==> src/rtl/core/stc_pkg.sv <==
// Shared types and constants for the SMS TPDU classifier.
package stc_pkg;

  localparam int unsigned PosW = 10;

  localparam logic [1:0] TypeDeliver = 2'd0;
  localparam logic [1:0] TypeReport  = 2'd2;

  localparam logic [9:0] AddrOffset   = 10'd4;
  localparam logic [9:0] StatusGap    = 10'd14;
  localparam logic [9:0] MinTpduBytes = 10'd4;
  localparam logic [7:0] StatusMax    = 8'h7f;

  typedef enum logic [1:0] {
    ErrOk          = 2'd0,
    ErrMalformed   = 2'd1,
    ErrUnsupported = 2'd2
  } err_e;

  typedef enum logic {
    KindDeliver = 1'b0,
    KindReport  = 1'b1
  } kind_e;

  typedef struct packed {
    err_e        err;
    kind_e       kind;
    logic [7:0]  msg_ref;
    logic [6:0]  status;
  } res_t;

endpackage

==> src/rtl/core/stc_parser.sv <==
// Per-byte PDU field capture and end-of-PDU classification.
module stc_parser #(
  parameter int unsigned MAX_PDU_BYTES = 512
) (
  input  logic          clk_i,
  input  logic          rst_ni,
  input  logic          step_i,
  input  logic [7:0]    byte_i,
  input  logic          last_i,
  output stc_pkg::res_t res_o
);
  import stc_pkg::*;

  localparam logic [PosW-1:0] MaxPos = PosW'(MAX_PDU_BYTES);

  logic [PosW-1:0] pos_q, pos_d;
  logic [7:0]      hl_q, hl_d;
  logic [1:0]      type_q, type_d;
  logic [7:0]      ref_q, ref_d;
  logic [7:0]      ad_q, ad_d;
  logic [PosW-1:0] sp_q, sp_d;
  logic [7:0]      sb_q, sb_d;
  logic            ovl_q, ovl_d;

  logic [PosW-1:0] tpdu;
  logic [7:0]      ab_b;
  logic [PosW-1:0] n;
  logic [PosW-1:0] tn;
  logic [7:0]      abn;
  logic [10:0]     end_addr;
  logic            short_rep;

  always_comb begin
    pos_d  = pos_q;
    hl_d   = hl_q;
    type_d = type_q;
    ref_d  = ref_q;
    ad_d   = ad_q;
    sp_d   = sp_q;
    sb_d   = sb_q;
    ovl_d  = ovl_q;

    tpdu = PosW'(hl_q) + PosW'(1);
    ab_b = 8'((9'(byte_i) + 9'd1) >> 1);

    if (step_i) begin
      if (pos_q >= MaxPos) begin
        ovl_d = 1'b1;
      end else begin
        if (pos_q == '0) begin
          hl_d = byte_i;
        end else begin
          if (pos_q == tpdu) type_d = byte_i[1:0];
          if (pos_q == tpdu + PosW'(1)) ref_d = byte_i;
          if (pos_q == tpdu + PosW'(2)) begin
            ad_d = byte_i;
            sp_d = tpdu + AddrOffset + PosW'(ab_b) + StatusGap;
          end
          if (pos_q > tpdu + PosW'(2) && pos_q == sp_q) sb_d = byte_i;
        end
        pos_d = pos_q + PosW'(1);
      end
    end

    n         = pos_d;
    tn        = PosW'(hl_d) + PosW'(1);
    abn       = 8'((9'(ad_d) + 9'd1) >> 1);
    end_addr  = 11'(tn) + 11'(AddrOffset) + 11'(abn);
    short_rep = (n - tn < MinTpduBytes) || (ad_d == '0) ||
                (end_addr > 11'(n)) || (end_addr + 11'(StatusGap) >= 11'(n)) ||
                (sb_d > StatusMax);

    res_o = '{err: ErrOk, kind: KindDeliver, msg_ref: '0, status: '0};
    priority if (ovl_d || tn >= n) begin
      res_o.err = ErrMalformed;
    end else if (type_d == TypeDeliver) begin
      res_o.err = ErrOk;
    end else if (type_d != TypeReport) begin
      res_o.err = ErrUnsupported;
    end else if (short_rep) begin
      res_o.err = ErrMalformed;
    end else begin
      res_o.kind    = KindReport;
      res_o.msg_ref = ref_d;
      res_o.status  = sb_d[6:0];
    end

    if (step_i && last_i) begin
      pos_d  = '0;
      hl_d   = '0;
      type_d = '0;
      ref_d  = '0;
      ad_d   = '0;
      sp_d   = '0;
      sb_d   = '0;
      ovl_d  = 1'b0;
    end
  end

  always_ff @(posedge clk_i or negedge rst_ni) begin
    if (!rst_ni) begin
      pos_q  <= '0;
      hl_q   <= '0;
      type_q <= '0;
      ref_q  <= '0;
      ad_q   <= '0;
      sp_q   <= '0;
      sb_q   <= '0;
      ovl_q  <= 1'b0;
    end else begin
      pos_q  <= pos_d;
      hl_q   <= hl_d;
      type_q <= type_d;
      ref_q  <= ref_d;
      ad_q   <= ad_d;
      sp_q   <= sp_d;
      sb_q   <= sb_d;
      ovl_q  <= ovl_d;
    end
  end

  a_pos_bound: assert property (@(posedge clk_i) disable iff (!rst_ni)
    pos_q <= MaxPos)
    else $error("byte position past limit");

  a_clear_on_last: assert property (@(posedge clk_i) disable iff (!rst_ni)
    step_i && last_i |=> pos_q == '0 && !ovl_q)
    else $error("state not cleared after last byte");

  a_hold_idle: assert property (@(posedge clk_i) disable iff (!rst_ni)
    !step_i |=> $stable(pos_q) && $stable(sb_q))
    else $error("state moved without a byte");

endmodule

==> src/rtl/core/sms_tpdu_classifier.sv <==
// Top level of the SMS TPDU classifier: input register, parser, result register.
// out_valid_o rises as the last byte's result is loaded into the result register.
// Throughput: one byte per cycle; the parser's per-byte compares are combinational.
// A result waiting under stall holds only a last byte back; other bytes keep flowing.
// Reset (rst_ni low, asynchronous) empties both registers and clears all parse state.
module sms_tpdu_classifier #(
  parameter int unsigned MAX_PDU_BYTES = 512
) (
  input  logic       clk_i,
  input  logic       rst_ni,
  input  logic       in_valid_i,
  output logic       in_stall_o,
  input  logic [7:0] pdu_byte_i,
  input  logic       last_byte_i,
  output logic       out_valid_o,
  input  logic       out_stall_i,
  output logic [1:0] error_code_o,
  output logic       msg_kind_o,
  output logic [7:0] msg_reference_o,
  output logic [6:0] report_status_o
);
  import stc_pkg::*;

  logic       in_valid_q, in_valid_d;
  logic [7:0] in_byte_q;
  logic       in_last_q;
  logic       out_valid_q, out_valid_d;
  res_t       out_res_q;
  res_t       res;
  logic       out_room;
  logic       adv;
  logic       in_xfer;
  logic       load;

  assign out_room   = !out_valid_q || !out_stall_i;
  assign adv        = in_valid_q && (!in_last_q || out_room);
  assign in_stall_o = in_valid_q && !adv;
  assign in_xfer    = in_valid_i && !in_stall_o;
  assign load       = adv && in_last_q;

  always_comb begin
    in_valid_d = in_valid_q;
    if (in_xfer) begin
      in_valid_d = 1'b1;
    end else if (adv) begin
      in_valid_d = 1'b0;
    end
  end

  always_comb begin
    out_valid_d = out_valid_q;
    if (load) begin
      out_valid_d = 1'b1;
    end else if (!out_stall_i) begin
      out_valid_d = 1'b0;
    end
  end

  stc_parser #(
    .MAX_PDU_BYTES(MAX_PDU_BYTES)
  ) u_parser (
    .clk_i (clk_i),
    .rst_ni(rst_ni),
    .step_i(adv),
    .byte_i(in_byte_q),
    .last_i(in_last_q),
    .res_o (res)
  );

  always_ff @(posedge clk_i or negedge rst_ni) begin
    if (!rst_ni) begin
      in_valid_q  <= 1'b0;
      out_valid_q <= 1'b0;
    end else begin
      in_valid_q  <= in_valid_d;
      out_valid_q <= out_valid_d;
    end
  end

  always_ff @(posedge clk_i) begin
    if (in_xfer) begin
      in_byte_q <= pdu_byte_i;
      in_last_q <= last_byte_i;
    end
    if (load) begin
      out_res_q <= res;
    end
  end

  assign out_valid_o     = out_valid_q;
  assign error_code_o    = out_res_q.err;
  assign msg_kind_o      = out_res_q.kind;
  assign msg_reference_o = out_res_q.msg_ref;
  assign report_status_o = out_res_q.status;

  a_err_zero_fields: assert property (@(posedge clk_i) disable iff (!rst_ni)
    out_valid_q && out_res_q.err != ErrOk |->
      out_res_q.kind == KindDeliver && out_res_q.msg_ref == '0 && out_res_q.status == '0)
    else $error("error result carries field data");

  a_report_ok: assert property (@(posedge clk_i) disable iff (!rst_ni)
    out_valid_q && out_res_q.kind == KindReport |-> out_res_q.err == ErrOk)
    else $error("status report with error code");

  a_in_hold: assert property (@(posedge clk_i) disable iff (!rst_ni)
    in_valid_q && !adv |=> in_valid_q && $stable(in_byte_q) && $stable(in_last_q))
    else $error("held input byte lost");

endmodule

==> config.mk <==
export PLATFORM = sky130hd
export DESIGN_NAME = sms_tpdu_classifier
export DESIGN_NICKNAME = d
export VERILOG_FILES = /design/src/rtl/core/stc_pkg.sv /design/src/rtl/core/stc_parser.sv /design/src/rtl/core/sms_tpdu_classifier.sv
export SDC_FILE = /design/constraint.sdc
export NUM_CORES = 1
export LEC_CHECK = 0
export ABC_AREA = 1
export BUFFER_PORTS_ARGS = -buffer_cell sky130_fd_sc_hd__buf_2
export CAP_MARGIN = 10
export CORE_MARGIN = 2
export CORE_UTILIZATION = 30
export CTS_BUF_LIST = sky130_fd_sc_hd__clkbuf_16
export DETAILED_ROUTE_END_ITERATION = 10
export GPL_ROUTABILITY_DRIVEN = 0
export PLACE_DENSITY = 0.5
export SETUP_SLACK_MARGIN = 0.15
export SYNTH_ARGS = -nofsm -noshare
export SYNTH_HDL_FRONTEND = slang
export SYNTH_SLANG_ARGS = --single-unit
==> constraint.sdc <==
create_clock -name clk_i -period 9 [get_ports clk_i]
set_clock_uncertainty 0.15 [all_clocks]
set_input_delay 0.9 -clock clk_i [delete_from_list [all_inputs] [get_ports clk_i]]
set_output_delay 0.9 -clock clk_i [all_outputs]
set_load 0.02 [all_outputs]
==> impl_metrics.ini, run 1 <==
[final_layout]
fillers = 2624
diodes = 0
final_util_pct = 33.7
layout-drive-gt1-share_pct = 11.3
area_growth_pct = 10.3
final_nets = 1163
instances_no_fill = 1397

[logic_synthesis]
yosysMostFrequentCell = nand2_1
yosysTopAreaCell = dfrtp_1
synth-seq-cells = 84
synth_top_area_share_pct = 19.2
ys_seq_area_share_pct = 30.1
synth_cells = 1038
netlist_area_sq_um = 7440
ys_top_cells_by_area = dfrtp_1 (19%), ha_1 (13%), nand2_1 (13%), edfxtp_1 (11%), inv_1 (8.2%)
synth_edf_count = 27
synthTopCellsByCount = nand2_1 (254), inv_1 (162), nor2_1 (125)
syn_area_per_cell_sq_um = 7.17
synth_nets = 1133
async_flop_share_pct = 67.9
yosysWarnings = 0
synth.distinct_cells = 46
synth_ff_type = dfrtp_1

[floorplanning]
core_area_sq_um = 24300
rows = 57
die_area_sq_um = 26100
dieWidth_um = 161
start_util_pct = 30.6
ios = 33
die_h_um = 161

[route]
drc_errors = 0
wl_per_cell_um = 14.7
vias = 6524
viasPerCell = 4.67
first_pass_iters = 5
ant_nets = 0
drtIter0Drc = 491
wirelength_mm = 20.5

[hold_path]
hold_end = u_parser.ovl_q
hp-class = reg2reg
hold_depth = 2
hp-start = u_parser.ovl_q

[power]
leakagePower_nw = 4.33
irDropWorstVdd_mv = 0.124
powerDensity_nw_per_um2 = 341

[worst_setup_path]
end_kind = register
cp.required_ps = 9050
r2r_start = u_parser.hl_q[0]
crit_fanout = 16
cp_common_cell = nand2_1
startpoint_type = register
cp_slowest_cell = dfrtp_1
worst-setup-path-type = reg2reg
crit_path_max_incr_delay_ps = 500
rr_endpoint = report_status_o[3]
ff2ff_path_depth = 41
arrival_ps = 7620
reg2reg_slack_ps = 1430

[global_routing]
grt_first_pass_wirelength_mm = 32.8
antenna_found_initial = 0
grt_usage_pct = 16.2
grt_pass1_vias = 6198
overflow = 0
grt_max_degree = 65

[sta]
rsz0062_at_grt = false
min_period_ps = 7570
relSlewSlack_pct = 46.4
timing.fmax_ghz = 0.132
drv_slew = 0
tightest_slew_ps = 801
fin_hold_ws_ps = 336
setup_violations = 0
tns_ps = 0
hold_viol_final = 0
period_share_pct = 84.1

[cts]
clkTransAtPathRegs_ps = 60
postCtsHoldBufs = 0
cts_tree = done
post_cts_resized = 0
cts_max_level = 3
numCtsBuffers = 9
cts_root_buf = clkbuf_16
clock_latency_ps = 350
cts_sinks = 84
clock_path_buffers = 2
post-cts-setup-buffers = 0

[placed_design]
dpl.hpwl_mm = 16.0
port_buffers = 32
placed_cells = 1381

[outcome]
outcome = finished clean

[run]
max_cap_viol_count = 0
-- kinds of logic after synthesis --
logic type	Yosys count	synth area share [%]
AO/OA/AOI/OAI	85	6.66
XOR/XNOR	46	5.42
adder cells (fa/ha/maj)	82	14.0
buffers and inverters	196	10.4
flip-flops	84	30.1
other	1	0.0504
AND/OR/NAND/NOR	544	33.4
-- registers in the layout, summed over array words and instances (netlist names), 8 cells and up --
name and count:
u_parser.pos_q 10, u_parser.sp_q 10, in_byte_q 8, msg_reference_o 8, u_parser.ad_q 8, u_parser.hl_q 8
u_parser.ref_q 8, u_parser.sb_q 8
-- critical path: cells and delay by family, from the launching register on --
kind                     cells  cell delay [ps]
XOR/XNOR                     4              740
buffers and inverters        6              660
adder cells (fa/ha/maj)      8             2360
flip-flops                   1              500
AO/OA/AOI/OAI                2              430
AND/OR/NAND/NOR             21             2580
-- final cells by class --
type                       count  area (sq um)  area share [%]
clock buffer                   9           225            2.75
multi-input combinational    758          4430            54.0
tap                          324           405            4.94
inverter                     181           679            8.28
sequential                    84          2240            27.3
timing repair buffer          34           175            2.14
clock inverter                 7          51.3           0.625
-- power breakdown --
| group | total (mW) | leakage, nW | internal, mW | switching [mW] |
|---|---|---|---|---|
| logic | 1.93 | 3.16 | 0.703 | 1.22 |
| registers | 0.511 | 1.04 | 0.450 | 0.0615 |
| clock network | 0.359 | 0.140 | 0.190 | 0.169 |
-- how the worst max path moves through the flow --
stage	depth (start not counted)	slack, ps	from	end
global placement	41	1600	u_parser.hl_q[0]	report_status_o[5]
CTS	41	1430	u_parser.hl_q[0]	report_status_o[3]
detailed placement	41	1470	u_parser.hl_q[0]	report_status_o[3]
floorplan	44	2470	u_parser.hl_q[0]	report_status_o[6]
global route	43	550	u_parser.hl_q[0]	report_status_o[5]
finish	41	1430	u_parser.hl_q[0]	report_status_o[3]
-- cell usage in the layout, fill, tap and decap left out, types with 3 or more instances in the layout --
master	instances
inv_2	19
nand3_2	6
inv_1	162
xnor2_1	11
a21oi_1	37
nand4_1	27
o21ai_1	5
nand2_2	14
nand2_1	254
nor2_2	7
nand3_1	75
o22ai_1	3
nor3_1	11
a21boi_0	4
xor2_1	35
buf_2	32
a21o_1	3
nor2_1	125
dfrtp_1	57
o21ai_0	16
o21bai_1	10
edfxtp_1	27
clkbuf_16	9
ha_1	80
nor2_4	13
o21ai_2	3
-- per-layer routing --
layer  wire [um]  track usage (%)  share of wire (%)
met4         495             5.24                2.4
met5           0                0                  0
met2        9480             26.5                 46
met1        9560             21.7                 47
met3         952             2.93                4.6
-- per-stage QoR --
stage	total power, mW	setup slack [ps]	area [sq um]
floorplan	2.00	2470	7440
global placement	2.45	1600	7930
detailed placement	2.44	1470	7930
CTS	2.82	1430	8200
global route	3.14	551	8200
finish	2.80	1430	8200
Power figures use the tool's default switching activity.
==> inputs of run 2 (changes only) <==
--- a/config.mk
+++ b/config.mk
@@ -5,7 +5,7 @@
 export SDC_FILE = /design/constraint.sdc
 export NUM_CORES = 1
 export LEC_CHECK = 0
-export ABC_AREA = 1
+export ABC_AREA = 0
 export BUFFER_PORTS_ARGS = -buffer_cell sky130_fd_sc_hd__buf_2
 export CAP_MARGIN = 10
 export CORE_MARGIN = 2
==> constraint.sdc (replaced) <==
create_clock -name clk_i -period 7.73 [get_ports clk_i]
set_clock_uncertainty 0.15 [all_clocks]
set_input_delay 0.773 -clock clk_i [delete_from_list [all_inputs] [get_ports clk_i]]
set_output_delay 0.773 -clock clk_i [all_outputs]
set_load 0.02 [all_outputs]
==> run 2 against run 1 <==
  * The run now ends with design-rule violations left
  * Non-clock buffer count rose by 24
  * Cell count is 25% lower
  * Synthesized cell count is 31% lower
  * Critical endpoint is now report_status_o[0]
  * Largest cell class unchanged
==> impl_metrics.ini, run 2 <==
[worst_setup_path]
arrival_ps = 7200
cp_top_family = simple AND/OR/NAND/NOR gates
cp_slowest_cell = or3_4
worst-setup-path-type = reg2reg
critPathBufInv = 5
cp.required_ps = 7790
startpoint_type = register
crit_path_max_incr_delay_ps = 450
end_kind = register
crit_fanout = 16

[global_routing]
grt_max_degree = 58
grt_first_pass_wirelength_mm = 28.8
antenna_found_initial = 0
grt_usage_pct = 15.6
grt_pass1_vias = 5319
overflow = 0

[cts]
cts_root_buf = clkbuf_16
postCtsHoldBufs = 0
cts_sinks = 84
cts_max_level = 3
clock_latency_ps = 350
clkTransAtPathRegs_ps = 70
clock_path_buffers = 2
numCtsBuffers = 9
cts_tree = done

[floorplanning]
start_util_pct = 30.8
die_h_um = 154
ios = 33
dieWidth_um = 154
core_area_sq_um = 22000
rows = 54
die_area_sq_um = 23800

[logic_synthesis]
ys_top_cells_by_area = dfrtp_1 (21%), ha_1 (15%), edfxtp_1 (12%), xnor2_1 (5.4%), nor2_1 (4.9%)
synth_ff_type = dfrtp_1
ys_seq_area_share_pct = 33.1
synth.distinct_cells = 71
yosysMostFrequentCell = nor2_1
synth_nets = 815
synth_top_area_share_pct = 21.1
syn_area_per_cell_sq_um = 9.39
synth-seq-cells = 84
netlist_area_sq_um = 6760
yosysTopAreaCell = dfrtp_1
synth_edf_count = 27
synth_cells = 720
synthTopCellsByCount = nor2_1 (88), ha_1 (80), dfrtp_1 (57)
async_flop_share_pct = 67.9
yosysWarnings = 0

[sta]
min_period_ps = 7140
drv_slew = 0
relSlewSlack_pct = 48.9
rsz0062_at_grt = false
fin_hold_ws_ps = 369
timing.fmax_ghz = 0.140
setup_violations = 0
period_share_pct = 92.4
tns_ps = 0
tightest_slew_ps = 766
hold_viol_final = 0
fin_ws_ps = 588

[route]
ant_nets = 0
first_pass_iters = 7
viasPerCell = 5.02
drc_errors = 2
drtIter0Drc = 373
vias = 5242
wl_per_cell_um = 17.2
wirelength_mm = 18.0

[outcome]
violations = design-rule violations
outcome = complete, but fails checks

[placed_design]
port_buffers = 32
dpl.hpwl_mm = 13.7
placed_cells = 1025
pre_cts_ws_ps = -55.9

[final_layout]
final_nets = 855
layout-drive-gt1-share_pct = 17.0
area_growth_pct = 15.6
diodes = 0
fillers = 2267
layout_common_cells = nor2_1 (88), ha_1 (74), dfrtp_1 (56)
layout_commonest_cell = nor2_1
instances_no_fill = 1045
reg_top3 = u_parser.pos_q x10, u_parser.sp_q x10

[power]
irDropWorstVdd_mv = 0.349
leakagePower_nw = 3.61
total_power_mw = 3.04
powerDensity_nw_per_um2 = 389

[hold_path]
hp-class = reg2reg

[run]
max_cap_viol_count = 0
==> run 2: cell type report <==
class | count | area, sq um | area share (%)
inverter | 50 | 188 | 2.40
clock buffer | 9 | 225 | 2.88
multi-input combinational | 557 | 4380 | 56.0
tap | 280 | 350 | 4.48
timing repair buffer | 58 | 368 | 4.70
clock inverter | 7 | 73.8 | 0.944
sequential | 84 | 2240 | 28.6
==> run 2: power breakdown <==
part | switching (mW) | total, mW | internal (mW)
Combinational | 1.12 | 1.99 | 0.873
Clock | 0.214 | 0.443 | 0.229
Sequential | 0.0810 | 0.611 | 0.531
Total | 1.41 | 3.04 | 1.63
==> run 2: worst min-delay path: stages (launching register included) <==
cell and delay (ps):
dfrtp_1 330, mux2i_1 70, nor2_1 80
==> run 2: cells by family (layout without fill, tap and decap cells) <==
logic type	Yosys count	count (layout)	share of synthesized area [%]
other	1	1	0.0554
buffers and inverters	79	124	4.74
DFF	84	84	33.1
xor gates and xnor gates	83	83	11.4
and+or+nand+nor	248	248	19.0
AOI/OAI and AO/OA	111	111	11.6
muxes	32	32	4.79
adders and majority gates	82	82	15.4
==> run 2: layer usage <==
| layer | vias to the layer above | global-route usage, % | part of all wire [%] |
|---|---|---|---|
| li1 | 2613 | - | - |
| met1 | 2528 | 20.7 | 48 |
| met2 | 87 | 26.0 | 47 |
| met3 | 14 | 2.51 | 3.5 |
| met4 | 0 | 4.94 | 1.5 |
| met5 | - | 0 | 0 |
==> run 2: worst paths after layout <==
| kind | startpoint | to | slack, ps | cells past startpoint |
|---|---|---|---|---|
| worst max-delay path | u_parser.hl_q[0] | report_status_o[0] | 590 | 31 |
| worst min-delay path | u_parser.sb_q[4] | u_parser.sb_q[4] | 370 | 2 |
| worst max register to register | u_parser.hl_q[0] | report_status_o[0] | 590 | 31 |
| worst min register to register | u_parser.sb_q[4] | u_parser.sb_q[4] | 370 | 2 |
| max in group asynchronous | rst_ni | u_parser.hl_q[5] | 6450 | 2 |
| min in group asynchronous | rst_ni | u_parser.sp_q[6] | 430 | 2 |
==> run 2: per-stage QoR <==
step	utilization (%)	area (sq um)
6_report	35.6	7820
3_5_place_dp	33.3	7310
4_1_cts	34.7	7630
5_1_grt	35.6	7820
2_1_floorplan	-	6760
3_3_place_gp	33.3	7310
==> run 2: what timing repair did <==
action,4_1_cts,5_1_grt
setup endpoints to repair,17,17
resized for setup,1,33
buffers inserted,1,3
pin swaps,0,4
